<file path="src/design/i2cms_pkg.sv">
// Package for the I2C master transaction sequencer.
// Holds the item and result types, the code enums and the status constants.
// Used by i2cms_core and the top module; depends on nothing.
package i2cms_pkg;

  localparam int WRITE_DEPTH = 64;
  localparam int WPTR_W      = (WRITE_DEPTH > 1) ? $clog2(WRITE_DEPTH) : 1;
  localparam int WLEFT_W     = $clog2(WRITE_DEPTH + 1);
  localparam int RCOUNT_W    = 15;

  // Controller status codes, low three bits masked off.
  localparam logic [7:0] ST_MASK          = 8'hf8;
  localparam logic [7:0] ST_START         = 8'h08;
  localparam logic [7:0] ST_REP_START     = 8'h10;
  localparam logic [7:0] ST_ADDR_W_ACK    = 8'h18;
  localparam logic [7:0] ST_DATA_W_ACK    = 8'h28;
  localparam logic [7:0] ST_ADDR_W_NACK   = 8'h20;
  localparam logic [7:0] ST_DATA_W_NACK   = 8'h30;
  localparam logic [7:0] ST_ADDR_R_NACK   = 8'h48;
  localparam logic [7:0] ST_ARB_LOST      = 8'h38;
  localparam logic [7:0] ST_ADDR_R_ACK    = 8'h40;
  localparam logic [7:0] ST_DATA_R_ACK    = 8'h50;
  localparam logic [7:0] ST_DATA_R_NACK   = 8'h58;

  typedef enum logic [1:0] {
    KIND_START  = 2'd0,
    KIND_LOAD   = 2'd1,
    KIND_STATUS = 2'd2
  } kind_t;

  typedef enum logic [1:0] {
    MODE_IDLE       = 2'd0,
    MODE_WRITE      = 2'd1,
    MODE_READ       = 2'd2,
    MODE_WRITE_READ = 2'd3
  } mode_t;

  typedef enum logic [1:0] {
    ACK_KEEP = 2'd0,
    ACK_ACK  = 2'd1,
    ACK_NACK = 2'd2
  } ack_t;

  typedef enum logic [1:0] {
    DONE_WRITE    = 2'd0,
    DONE_READ     = 2'd1,
    DONE_NO_ACK   = 2'd2,
    DONE_ARB_LOST = 2'd3
  } done_t;

  typedef struct packed {
    logic [1:0]          kind;
    logic [1:0]          mode;
    logic [7:0]          device_address;
    logic [6:0]          write_count;
    logic [RCOUNT_W-1:0] read_count;
    logic [5:0]          load_index;
    logic [7:0]          load_byte;
    logic [7:0]          bus_status;
    logic [7:0]          received_byte;
  } item_t;

  typedef struct packed {
    logic                send_valid;
    logic [7:0]          send_byte;
    logic                request_start;
    logic                request_stop;
    logic [1:0]          ack_action;
    logic                clear_flags;
    logic                read_valid;
    logic [7:0]          read_byte;
    logic                done_res;
    logic [1:0]          done_code;
    logic [RCOUNT_W-1:0] bytes_read;
  } result_t;

  typedef struct packed {
    logic              we;
    logic [WPTR_W-1:0] waddr;
    logic [7:0]        wdata;
    logic [WPTR_W-1:0] raddr;
  } store_req_t;

endpackage

</file>
<file path="src/design/i2cms_ram.sv">
// Generic single write port RAM with one registered read port.
// Used for the write byte store; depends on nothing.
module i2cms_ram #(
  parameter int WIDTH  = 8,
  parameter int DEPTH  = 64,
  parameter int ADDR_W = (DEPTH > 1) ? $clog2(DEPTH) : 1
) (
  input  logic              clk,
  input  logic              we,
  input  logic [ADDR_W-1:0] waddr,
  input  logic [WIDTH-1:0]  wdata,
  input  logic [ADDR_W-1:0] raddr,
  output logic [WIDTH-1:0]  rdata
);

  logic [WIDTH-1:0] mem [DEPTH];

  always_ff @(posedge clk) begin
    if (we) begin
      mem[waddr] <= wdata;
    end
    rdata <= mem[raddr];
  end

endmodule

</file>
<file path="src/design/i2cms_core.sv">
// Transaction state and per-item decode for the I2C master sequencer.
// Turns one item into one result and drives the write store port.
// Depends on i2cms_pkg.
module i2cms_core
  import i2cms_pkg::*;
(
  input  logic       clk,
  input  logic       rst,
  input  logic       fire,
  input  item_t      item,
  input  logic [7:0] store_byte,
  output result_t    result,
  output store_req_t store_req
);

  mode_t               active_mode, active_mode_next;
  logic [7:0]          address_byte, address_byte_next;
  logic [WLEFT_W-1:0]  writes_left, writes_left_next;
  logic [RCOUNT_W-1:0] reads_left, reads_left_next;
  logic [RCOUNT_W-1:0] reads_requested, reads_requested_next;
  logic [WPTR_W-1:0]   write_pointer, write_pointer_next;

  logic [RCOUNT_W-1:0] reads_left_dec;
  logic [WLEFT_W-1:0]  write_count_sat;
  logic [WPTR_W-1:0]   pointer_inc;

  assign reads_left_dec  = (reads_left != '0) ? reads_left - 1'b1 : reads_left;
  assign write_count_sat = (32'(item.write_count) > WRITE_DEPTH) ?
                           WLEFT_W'(WRITE_DEPTH) : WLEFT_W'(item.write_count);
  assign pointer_inc     = (32'(write_pointer) == WRITE_DEPTH - 1) ?
                           '0 : write_pointer + 1'b1;

  always_comb begin
    result               = '0;
    store_req.we         = 1'b0;
    store_req.waddr      = WPTR_W'(item.load_index);
    store_req.wdata      = item.load_byte;
    active_mode_next     = active_mode;
    address_byte_next    = address_byte;
    writes_left_next     = writes_left;
    reads_left_next      = reads_left;
    reads_requested_next = reads_requested;
    write_pointer_next   = write_pointer;

    unique case (kind_t'(item.kind))
      KIND_START: begin
        if (mode_t'(item.mode) != MODE_IDLE) begin
          active_mode_next = mode_t'(item.mode);
          if (mode_t'(item.mode) == MODE_READ) begin
            address_byte_next = {item.device_address[7:1], 1'b1};
            writes_left_next  = '0;
          end else begin
            address_byte_next = {item.device_address[7:1], 1'b0};
            writes_left_next  = write_count_sat;
          end
          reads_requested_next = (mode_t'(item.mode) == MODE_WRITE) ? '0 : item.read_count;
          reads_left_next      = (mode_t'(item.mode) == MODE_WRITE) ? '0 : item.read_count;
          write_pointer_next   = '0;
          result.clear_flags   = 1'b1;
          result.request_start = 1'b1;
          result.ack_action    = ACK_ACK;
        end
      end
      KIND_LOAD: begin
        store_req.we = fire && (32'(item.load_index) < WRITE_DEPTH);
      end
      KIND_STATUS: begin
        result.clear_flags = 1'b1;
        if (active_mode != MODE_IDLE) begin
          unique case (item.bus_status & ST_MASK)
            ST_START, ST_REP_START: begin
              result.send_valid = 1'b1;
              result.send_byte  = address_byte;
            end
            ST_ADDR_W_ACK, ST_DATA_W_ACK: begin
              if (writes_left != '0) begin
                result.send_valid  = 1'b1;
                result.send_byte   = store_byte;
                write_pointer_next = pointer_inc;
                writes_left_next   = writes_left - 1'b1;
              end else if (active_mode == MODE_WRITE_READ) begin
                // Switch to the read phase with a repeated start.
                address_byte_next    = {address_byte[7:1], 1'b1};
                result.request_start = 1'b1;
                result.ack_action    = ACK_ACK;
              end else begin
                // Write-only transfer ends here, with no stop and no flag clear.
                result.clear_flags = 1'b0;
                result.done_res    = 1'b1;
                result.done_code   = DONE_WRITE;
                result.bytes_read  = reads_requested - reads_left;
                active_mode_next   = MODE_IDLE;
              end
            end
            ST_ADDR_W_NACK, ST_DATA_W_NACK, ST_ADDR_R_NACK: begin
              result.request_stop = 1'b1;
              result.done_res     = 1'b1;
              result.done_code    = DONE_NO_ACK;
              result.bytes_read   = reads_requested - reads_left;
              active_mode_next    = MODE_IDLE;
            end
            ST_ARB_LOST: begin
              result.done_res   = 1'b1;
              result.done_code  = DONE_ARB_LOST;
              result.bytes_read = reads_requested - reads_left;
              active_mode_next  = MODE_IDLE;
            end
            ST_ADDR_R_ACK: begin
              result.ack_action = (reads_left <= RCOUNT_W'(1)) ? ACK_NACK : ACK_ACK;
            end
            ST_DATA_R_ACK: begin
              result.read_valid = 1'b1;
              result.read_byte  = item.received_byte;
              reads_left_next   = reads_left_dec;
              if (reads_left_dec <= RCOUNT_W'(1)) begin
                result.ack_action = ACK_NACK;
              end
            end
            ST_DATA_R_NACK: begin
              result.read_valid   = 1'b1;
              result.read_byte    = item.received_byte;
              reads_left_next     = reads_left_dec;
              result.request_stop = 1'b1;
              result.done_res     = 1'b1;
              result.done_code    = DONE_READ;
              result.bytes_read   = reads_requested - reads_left_dec;
              active_mode_next    = MODE_IDLE;
            end
            default: begin
            end
          endcase
        end
      end
      default: begin
      end
    endcase

    // The store is read ahead at the pointer the next item will see.
    store_req.raddr = fire ? write_pointer_next : write_pointer;
  end

  always_ff @(posedge clk) begin
    if (rst) begin
      active_mode     <= MODE_IDLE;
      address_byte    <= '0;
      writes_left     <= '0;
      reads_left      <= '0;
      reads_requested <= '0;
      write_pointer   <= '0;
    end else if (fire) begin
      active_mode     <= active_mode_next;
      address_byte    <= address_byte_next;
      writes_left     <= writes_left_next;
      reads_left      <= reads_left_next;
      reads_requested <= reads_requested_next;
      write_pointer   <= write_pointer_next;
    end
  end

endmodule

</file>
<file path="src/design/i2c_master_transaction_sequencer.sv">
// I2C master transaction sequencer. Every request (start, store load or bus status) gives
// exactly one result once it is taken, held first in the input register and then in the
// result register. A new request is taken in every cycle while results are being taken.
// The 64-byte write store is a RAM read ahead at the next send position, with
// same-cycle load forwarding, so store sends run at full rate; the store has no clearing
// pass and entries never loaded read as anything.
// Depends on i2cms_pkg, i2cms_core and i2cms_ram.
module i2c_master_transaction_sequencer
  import i2cms_pkg::*;
(
  input  logic        clk,
  input  logic        rst,
  input  logic        s_tvalid,
  output logic        s_tready,
  // mode[1:0], device_address[9:2], write_count[16:10], read_count[31:17],
  // load_index[37:32], load_byte[45:38], bus_status[53:46], received_byte[61:54]
  input  logic [63:0] s_tdata,
  // kind[1:0]
  input  logic [1:0]  s_tuser,
  output logic        m_tvalid,
  input  logic        m_tready,
  // send_valid[0], send_byte[8:1], request_start[9], request_stop[10],
  // ack_action[12:11], clear_flags[13], read_valid[14], read_byte[22:15],
  // done_res[23], done_code[25:24], bytes_read[40:26]
  output logic [47:0] m_tdata
);

  logic       s1_valid;
  item_t      s1_item;
  logic       advance;
  logic       fire;
  result_t    result;
  result_t    out_result;
  store_req_t store_req;
  logic [7:0] ram_q;
  logic       fwd_hit;
  logic [7:0] fwd_byte;
  logic [7:0] store_byte;

  assign advance  = !m_tvalid || m_tready;
  assign fire     = s1_valid && advance;
  assign s_tready = !s1_valid || advance;

  always_ff @(posedge clk) begin
    if (rst) begin
      s1_valid <= 1'b0;
    end else if (s_tready) begin
      s1_valid <= s_tvalid;
    end
  end

  always_ff @(posedge clk) begin
    if (s_tready && s_tvalid) begin
      s1_item.kind           <= s_tuser;
      s1_item.mode           <= s_tdata[1:0];
      s1_item.device_address <= s_tdata[9:2];
      s1_item.write_count    <= s_tdata[16:10];
      s1_item.read_count     <= s_tdata[31:17];
      s1_item.load_index     <= s_tdata[37:32];
      s1_item.load_byte      <= s_tdata[45:38];
      s1_item.bus_status     <= s_tdata[53:46];
      s1_item.received_byte  <= s_tdata[61:54];
    end
  end

  i2cms_core u_core (
    .clk        (clk),
    .rst        (rst),
    .fire       (fire),
    .item       (s1_item),
    .store_byte (store_byte),
    .result     (result),
    .store_req  (store_req)
  );

  i2cms_ram #(
    .WIDTH  (8),
    .DEPTH  (WRITE_DEPTH),
    .ADDR_W (WPTR_W)
  ) u_store (
    .clk   (clk),
    .we    (store_req.we),
    .waddr (store_req.waddr),
    .wdata (store_req.wdata),
    .raddr (store_req.raddr),
    .rdata (ram_q)
  );

  // A load to the entry being read in the same cycle is passed round the RAM.
  always_ff @(posedge clk) begin
    if (rst) begin
      fwd_hit <= 1'b0;
    end else begin
      fwd_hit <= store_req.we && (store_req.waddr == store_req.raddr);
    end
  end

  always_ff @(posedge clk) begin
    fwd_byte <= store_req.wdata;
  end

  assign store_byte = fwd_hit ? fwd_byte : ram_q;

  always_ff @(posedge clk) begin
    if (rst) begin
      m_tvalid <= 1'b0;
    end else if (advance) begin
      m_tvalid <= s1_valid;
    end
  end

  always_ff @(posedge clk) begin
    if (fire) begin
      out_result <= result;
    end
  end

  assign m_tdata = {7'd0,
                    out_result.bytes_read,
                    out_result.done_code,
                    out_result.done_res,
                    out_result.read_byte,
                    out_result.read_valid,
                    out_result.clear_flags,
                    out_result.ack_action,
                    out_result.request_stop,
                    out_result.request_start,
                    out_result.send_byte,
                    out_result.send_valid};

endmodule
</file>
<file path="config.mk">
export PLATFORM = sky130hd
export DESIGN_NAME = i2c_master_transaction_sequencer
export DESIGN_NICKNAME = d
export VERILOG_FILES = /design/src/design/i2cms_pkg.sv /design/src/design/i2cms_ram.sv /design/src/design/i2cms_core.sv /design/src/design/i2c_master_transaction_sequencer.sv
export SDC_FILE = /design/constraint.sdc
export NUM_CORES = 1
export LEC_CHECK = 0
export BUFFER_PORTS_ARGS = -buffer_cell sky130_fd_sc_hd__buf_2
export CELL_PAD_IN_SITES_DETAIL_PLACEMENT = 1
export CELL_PAD_IN_SITES_GLOBAL_PLACEMENT = 2
export CORE_MARGIN = 5
export CORE_UTILIZATION = 46
export CTS_CLUSTER_DIAMETER = 50
export CTS_CLUSTER_SIZE = 40
export DETAILED_ROUTE_END_ITERATION = 16
export GPL_TIMING_DRIVEN = 0
export PLACE_DENSITY = 0.91
export SKIP_LAST_GASP = 1
export SLEW_MARGIN = 25
export SYNTH_ARGS = -nofsm -noshare
export SYNTH_HDL_FRONTEND = slang
export SYNTH_SLANG_ARGS = --single-unit
</file>
<file path="constraint.sdc">
create_clock -name clk -period 8.2 [get_ports clk]
set_input_delay 0.41 -clock clk [delete_from_list [all_inputs] [get_ports clk]]
set_output_delay 0.41 -clock clk [all_outputs]
set_load 0.05 [all_outputs]
</file>
==> reports/results.ini, run 1 <==
[worst_setup_path]
critPathKind = reg -> reg
critPathLaunchType = flip-flop
cp-end-kind = flip-flop
path_cells = clkbuf_1 -> or3_1 -> clkbuf_1 -> nor3_1 -> nand3_1 -> o21ai_0 -> ha_1 -> nand2b_1 -> a21oi_1 -> o31ai_1 -> o2111ai_1 -> maj3_1 -> maj3_1 -> a31o_1 -> xor2_1 -> a22oi_1 -> nor2_1
cp.arrival_ps = 6290
crit_required_ps = 8540
slowest_stage = o21ai_0
crit_fanout = 8
slowest_delay_ps = 710
ff2ff_path_depth = 17

[floorplanning]
die_area_sq_um = 68000
start_util_pct = 46.1
dieHeight_microns = 261
rows = 92
die_x_microns = 261
core_region_area_sq_um = 62700
ioPinCount = 120

[clock_network]
clock_latency_ps = 630
htree_num_levels = 3
cts_buffers = 75
tritoncts = built
clkTransAtPathRegs_ps = 70
cts_root_buf = clkbuf_16
clock_path_buffers = 3
clkSinkCount = 685

[layout]
synthToLayoutAreaGrowth_pct = 18.8
drive_above_1_share_pct = 11.9
register_area_sq_um = 19800
final_nets = 2803
multiInputGateArea_sq_um = 8420
stdcell_count = 3615
n_fill_cell = 6424

[sta]
post-route-period-util_pct = 72.6
drv_slew = 0
fin_worst_skew_ps = 45.4
tns_ps = 0
max_freq_mhz = 168
worstMarginPinSlew_ps = 1150
hold_viol_final = 0
max-slew-margin-rel_pct = 22.5
finalSetupViolCount = 0
period_minus_slack_ps = 5950
rsz0062_at_grt = no

[power_and_ir_drop]
pwr-share-clk_pct = 45.6
pwr-share-comb_pct = 6.1
internal_power_w = 0.00605
max-vdd-ir-drop_mv = 0.181
p_per_area_nw_per_um2 = 233
power.share.sequential_pct = 48.3
switching_share_pct = 24.4
p_leak_nw = 12.1
p_sw_w = 0.00196

[detailed_routing]
initialDrtViolationCount = 2055
drc = 0
wirelength_microns = 94200
via_per_inst = 6.00
dr.pass1.iters = 5
wl_per_cell_microns = 26.0
vias = 21700
ant_nets = 0

[grt]
grt_pass1_vias = 22600
grt.total_usage_pct = 27.1
grt_start_max_net_pins = 40
grt_pass1_wl_microns = 140000
antenna_found_initial = 4
grt-ovfl-total = 0

[hold_path]
hold_class = in -> reg
whs_path_depth = 1

[synthesis]
synth_cells = 2423
synth_top_area_cell = edfxtp_1
synth-seq-area-share_pct = 68.6
yosysTopAreaCellShare_pct = 63.6
synth_flop_cell = edfxtp_1
async_flop_share_pct = 0
yosysMostFrequentCell = edfxtp_1
yosys-top-cells-area = edfxtp_1, nand2_1, dfxtp_1
synth_edf_count = 613
yosys_warnings = 0
ys_ff_latch = 685
synth_cell_type_count = 65
synth.avg_cell_area_sq_um = 11.9
synth_common_cells = edfxtp_1, nand2_1, nand3_1
syn-cell-area_sq_um = 28900

[run_status]
status = finished clean

[placement]
hpwlAfterDp_microns = 65900
place_inst = 3412
portBuffers = 106
gp_congestion = 0.919

[flow_run]
drv_cap = 0

cell families (layout without fill, tap and decap cells):
group	count (synthesis)	count (layout)	share of synthesized area (%)
and+or+nand+nor	1104	1104	17.0
DFF	685	685	68.6
AOI/OAI and AO/OA	361	361	8.54
buffers and inverters	181	517	2.55
xor gates and xnor gates	44	44	1.33
adders and majority gates	36	36	1.58
muxes	11	11	0.419
other	1	11	0.0130
critical path, delay by kind of cell (launching register included):
family / cells / cell delay [ps]
flops: 1 / 300
xor+xnor: 1 / 130
buf+inv: 2 / 400
compound gates: 6 / 1970
fa+ha+maj: 3 / 1220
simple gates: 5 / 1680
metal layers:
layer  wire [microns]  GRT usage, %
met1            36100          33.7
met2            46800          47.0
met3             7370          5.11
met4             3910          10.5
met5               19             0
cells in the final DEF, fill, tap and decap left out, drive strengths merged, types with 9 or more instances in the layout:
master	instances
dlygate4sd3	59
buf	183
a22oi	22
o211ai	22
clkinv	24
clkbuf	183
nand3b	10
nor2b	9
mux2	9
nand3	179
and3	114
nor3	22
a21oi	109
a32o	10
ha	29
inv	59
nand2	537
nor2	173
or3	12
nor4	20
xor2	10
a311o	49
xnor2	34
edfxtp	613
a31oi	32
o41ai	10
o21ai	52
dfxtp	72
stage by stage:
stage	util, %	area, sq um	total power (W)	hold WS, ps	worst slack [ps]
2_1_floorplan	-	29000	0.00422	436	3520
3_3_place_gp	48.7	30600	0.00436	444	2310
3_5_place_dp	49.5	31100	0.00439	458	2450
4_1_cts	54.8	34400	0.00803	35.0	2400
5_1_grt	54.8	34400	0.00824	44.3	2040
6_report	54.8	34400	0.00800	68.3	2250
registers in the layout, summed over array words and instances, names as in the netlist:
name / flops
u_store.mem: 512
m_tdata: 41
u_core.reads_left: 15
m_tvalid: 1
u_core.active_mode: 2
u_store.rdata: 8
u_core.write_pointer: 6
u_core.address_byte: 8
u_core.reads_requested: 15
u_core.writes_left: 7
s1_valid: 1
fwd_hit: 1
s1_item: 60
fwd_byte: 8
worst paths after layout:
| check | from | endpoint | slack, ps |
|---|---|---|---|
| worst max-delay path | u_core.reads_left[8]$_SDFFE_PP0P_ | m_tdata[39]$_SDFFCE_PN0P_ | 2250 |
| worst min-delay path | s_tdata[32] | s1_item[24]$_DFFE_PP_ | 70 |
| worst max register to register | u_core.reads_left[8]$_SDFFE_PP0P_ | m_tdata[39]$_SDFFCE_PN0P_ | 2250 |
| worst min register to register | u_core.address_byte[1]$_SDFFE_PP0P_ | u_core.address_byte[1]$_SDFFE_PP0P_ | 460 |
power groups by stage:
stage | registers, W | clock network [W] | logic, W
detailed placement | 0.00394 | 0 | 0.000452
global placement | 0.00399 | 0 | 0.000368
CTS | 0.00387 | 0.00368 | 0.000479
floorplan | 0.00398 | 0 | 0.000241
global route | 0.00387 | 0.00385 | 0.000520
finish | 0.00387 | 0.00365 | 0.000486
area by class of cell:
cell class / instances / area share, %
multi-input combinational: 1563 / 24.5
inverter: 32 / 0.349
clock buffer: 80 / 5.64
tap: 846 / 3.08
timing repair buffer: 196 / 4.67
clock inverter: 60 / 2.24
buffer: 149 / 1.80
antenna: 4 / 0.0291
sequential: 685 / 57.7
repair_timing:
action	4_1_cts	5_1_grt
hold buffers	59	0
buffers inserted	0	0
hold endpoints to repair	59	0
resized for setup	0	0
Power figures use the tool's default switching activity.
==> inputs of run 2 (changes only) <==
--- a/config.mk
+++ b/config.mk
@@ -9,12 +9,12 @@
 export CELL_PAD_IN_SITES_DETAIL_PLACEMENT = 1
 export CELL_PAD_IN_SITES_GLOBAL_PLACEMENT = 2
 export CORE_MARGIN = 5
-export CORE_UTILIZATION = 46
+export CORE_UTILIZATION = 43
 export CTS_CLUSTER_DIAMETER = 50
 export CTS_CLUSTER_SIZE = 40
 export DETAILED_ROUTE_END_ITERATION = 16
 export GPL_TIMING_DRIVEN = 0
-export PLACE_DENSITY = 0.91
+export PLACE_DENSITY = 0.86
 export SKIP_LAST_GASP = 1
 export SLEW_MARGIN = 25
 export SYNTH_ARGS = -nofsm -noshare
==> constraint.sdc (replaced) <==
create_clock -name clk -period 5.9 [get_ports clk]
set_input_delay 0.295 -clock clk [delete_from_list [all_inputs] [get_ports clk]]
set_output_delay 0.295 -clock clk [all_outputs]
set_load 0.05 [all_outputs]
==> reports/results.ini, run 2 (synthesis results as in run 1) <==
[run_status]
status = finished clean

[placement]
gp_congestion = 0.915  ; -0.45%
postPlaceCellArea_sq_um = 31100  ; about the same
portBuffers = 106  ; unchanged
place_inst = 3438  ; +0.76%
hpwlAfterDp_microns = 66700  ; +1.1%

[worst_setup_path]
critPathLaunchType = flip-flop
path_cells = clkbuf_1 -> or3_1 -> clkbuf_1 -> nor3_2 -> nand3_1 -> and3_1 -> xnor2_1 -> ha_1 -> nand3_1 -> a21oi_1 -> o311ai_0 -> o2111ai_1 -> maj3_1 -> maj3_1 -> a31o_1 -> xor2_1 -> a22oi_1 -> nor2_1
ff2ff_path_depth = 18  ; +1
critPathBufInv = 2  ; unchanged
crit_fanout = 8  ; unchanged
slowest_stage = o311ai_0
cp-end-kind = flip-flop
critPathKind = reg -> reg
slowest_delay_ps = 550  ; -160 ps
critPathTopFamily = simple AND/OR/NAND/NOR gates
ff2ff_setup_slack_ps = 70  ; -2170 ps
reg2reg_from = u_core.reads_left[8]$_SDFFE_PP0P_
crit_required_ps = 6240  ; -2300 ps
r2r_end = m_tdata[39]$_SDFFCE_PN0P_
cp.arrival_ps = 6160  ; -130 ps

[layout]
max_flop_register = u_store.mem
final_area_sq_um = 34200  ; -0.52%
synthToLayoutAreaGrowth_pct = 18.2
diodes = 0  ; -4
layout_commonest_cell = edfxtp_1
stdcell_count = 3636  ; +0.58%
drive_above_1_share_pct = 11.5  ; -0.35 points
largest_register_ffs = 512  ; unchanged
mostFrequentLayoutCells = edfxtp_1, nand2_1, nand3_1
final_nets = 2804  ; +0.036%

[detailed_routing]
wl_per_cell_microns = 26.1  ; +0.19%
wirelength_microns = 94900  ; +0.77%
via_per_inst = 5.92  ; -1.3%
ant_nets = 0  ; unchanged
dr.pass1.iters = 5  ; unchanged
initialDrtViolationCount = 2059  ; +0.19%
vias = 21500  ; -0.72%
drc = 0  ; unchanged

[clock_network]
clkSinkCount = 685  ; unchanged
clock_path_buffers = 3  ; unchanged
clkTransAtPathRegs_ps = 60  ; about the same
tritoncts = built
cts_buffers = 75  ; unchanged
clock_latency_ps = 630  ; about the same
post_cts_buffers = 0  ; unchanged
cts_root_buf = clkbuf_16
htree_num_levels = 3  ; unchanged

[grt]
grt-ovfl-total = 0  ; unchanged
grt_pass1_wl_microns = 142000  ; +1.3%
grt.total_usage_pct = 25.3  ; -1.8 points
grt_start_max_net_pins = 40  ; unchanged
antenna_found_initial = 0  ; -4
grt_pass1_vias = 22600  ; -0.044%

[sta]
post-route-period-util_pct = 98.7  ; +26 points
max_freq_mhz = 172  ; +2.2%
finalSetupViolCount = 0  ; unchanged
hold_viol_final = 0  ; unchanged
drv_slew = 0  ; unchanged
fin_worst_skew_ps = 34.0  ; -11.3 ps
tns_ps = 0  ; unchanged
period_minus_slack_ps = 5830  ; -128 ps
worstMarginPinSlew_ps = 1160  ; +4.27 ps
holdWs_ps = 60.2  ; -8.12 ps
rsz0062_at_grt = yes
max-slew-margin-rel_pct = 22.2  ; -0.29 points

[flow_run]
drv_cap = 0  ; unchanged

[floorplanning]
die_x_microns = 269  ; +3.3%
ioPinCount = 120  ; unchanged
start_util_pct = 43.2  ; -2.9 points
die_area_sq_um = 72600  ; +6.7%
rows = 95  ; +3.3%
dieHeight_microns = 269  ; +3.3%
core_region_area_sq_um = 66900  ; +6.7%

[hold_path]
min_from = m_tready
hold_path_end = m_tvalid$_SDFFE_PP0P_
whs_path_depth = 4  ; +3
hold_class = in -> reg

[power_and_ir_drop]
p_per_area_nw_per_um2 = 317  ; +36%
p_leak_nw = 12.0  ; -0.87%
max-vdd-ir-drop_mv = 0.288  ; +59%

==> run 2: cell types whose count changed in the layout (fill, tap and decap cells not counted), moves of 3 or more <==
cell	before	now
clkinv_8	13	5
clkbuf_1	106	111
inv_8	9	4
diode_2	4	0
buf_8	27	24
clkinv_4	4	7
clkinvlp_4	2	5
==> run 2: layout make-up <==
type	count	area (sq um)
fillers	6907	32700
plain buffers	149	619
clock buffers	85	1920
inverters	32	120
multi-input cells	1563	8420
flip-flops and latches	685	19800
repair buffers	197	1610
clock inverters	52	572
well taps	873	1090
==> run 2: layer usage <==
layer  up-vias  wire length [microns]  GRT usage, %
met3       191                   6170          4.00
met2       851                  47300          44.0
li1       9479                      -             -
met5         -                      0             0
met4         0                   2840          7.68
met1     11000                  38600          32.9
==> run 2: tightest hold or removal path: stages <==
cell and delay (ps):
buf_2 90, nor2b_1 70, nor2_1 100, nor2_1 60
==> run 2: metrics by stage <==
stage / power (W) / util, % / worst slack (ps)
after floorplan: 0.00587 / - / 1220
after global placement: 0.00607 / 45.7 / 180
after detailed placement: 0.00611 / 46.4 / 47.9
after CTS: 0.0109 / 51.1 / 21.0
after global routing: 0.0112 / 51.1 / -221
final: 0.0109 / 51.1 / 74.8
==> run 2: worst max path at each step <==
stage | slack (ps) | start | end | depth (start not counted)
3_3_place_gp | 180 | u_core.reads_left[8]$_SDFFE_PP0P_ | m_tdata[39]$_SDFFCE_PN0P_ | 17
5_1_grt | -220 | u_core.reads_left[8]$_SDFFE_PP0P_ | m_tdata[39]$_SDFFCE_PN0P_ | 18
6_report | 70 | u_core.reads_left[8]$_SDFFE_PP0P_ | m_tdata[39]$_SDFFCE_PN0P_ | 18
4_1_cts | 20 | u_core.reads_left[8]$_SDFFE_PP0P_ | m_tdata[39]$_SDFFCE_PN0P_ | 18
3_5_place_dp | 50 | u_core.reads_left[8]$_SDFFE_PP0P_ | m_tdata[39]$_SDFFCE_PN0P_ | 18
2_1_floorplan | 1220 | u_core.reads_left[8]$_SDFFE_PP0P_ | m_tdata[39]$_SDFFCE_PN0P_ | 18
==> run 2: what timing repair did <==
action                                  CTS  global route
resized for setup                         0             4
hold buffers                             61             0
endpoints found under the setup margin    0             8
endpoints found under the hold margin    61             0
==> run 2: where the power goes <==
group          switching, W  total, W  internal, W
clock network       0.00215   0.00480      0.00266
logic              0.000437  0.000678     0.000241
registers         0.0000488   0.00538      0.00533
total               0.00263    0.0109      0.00823
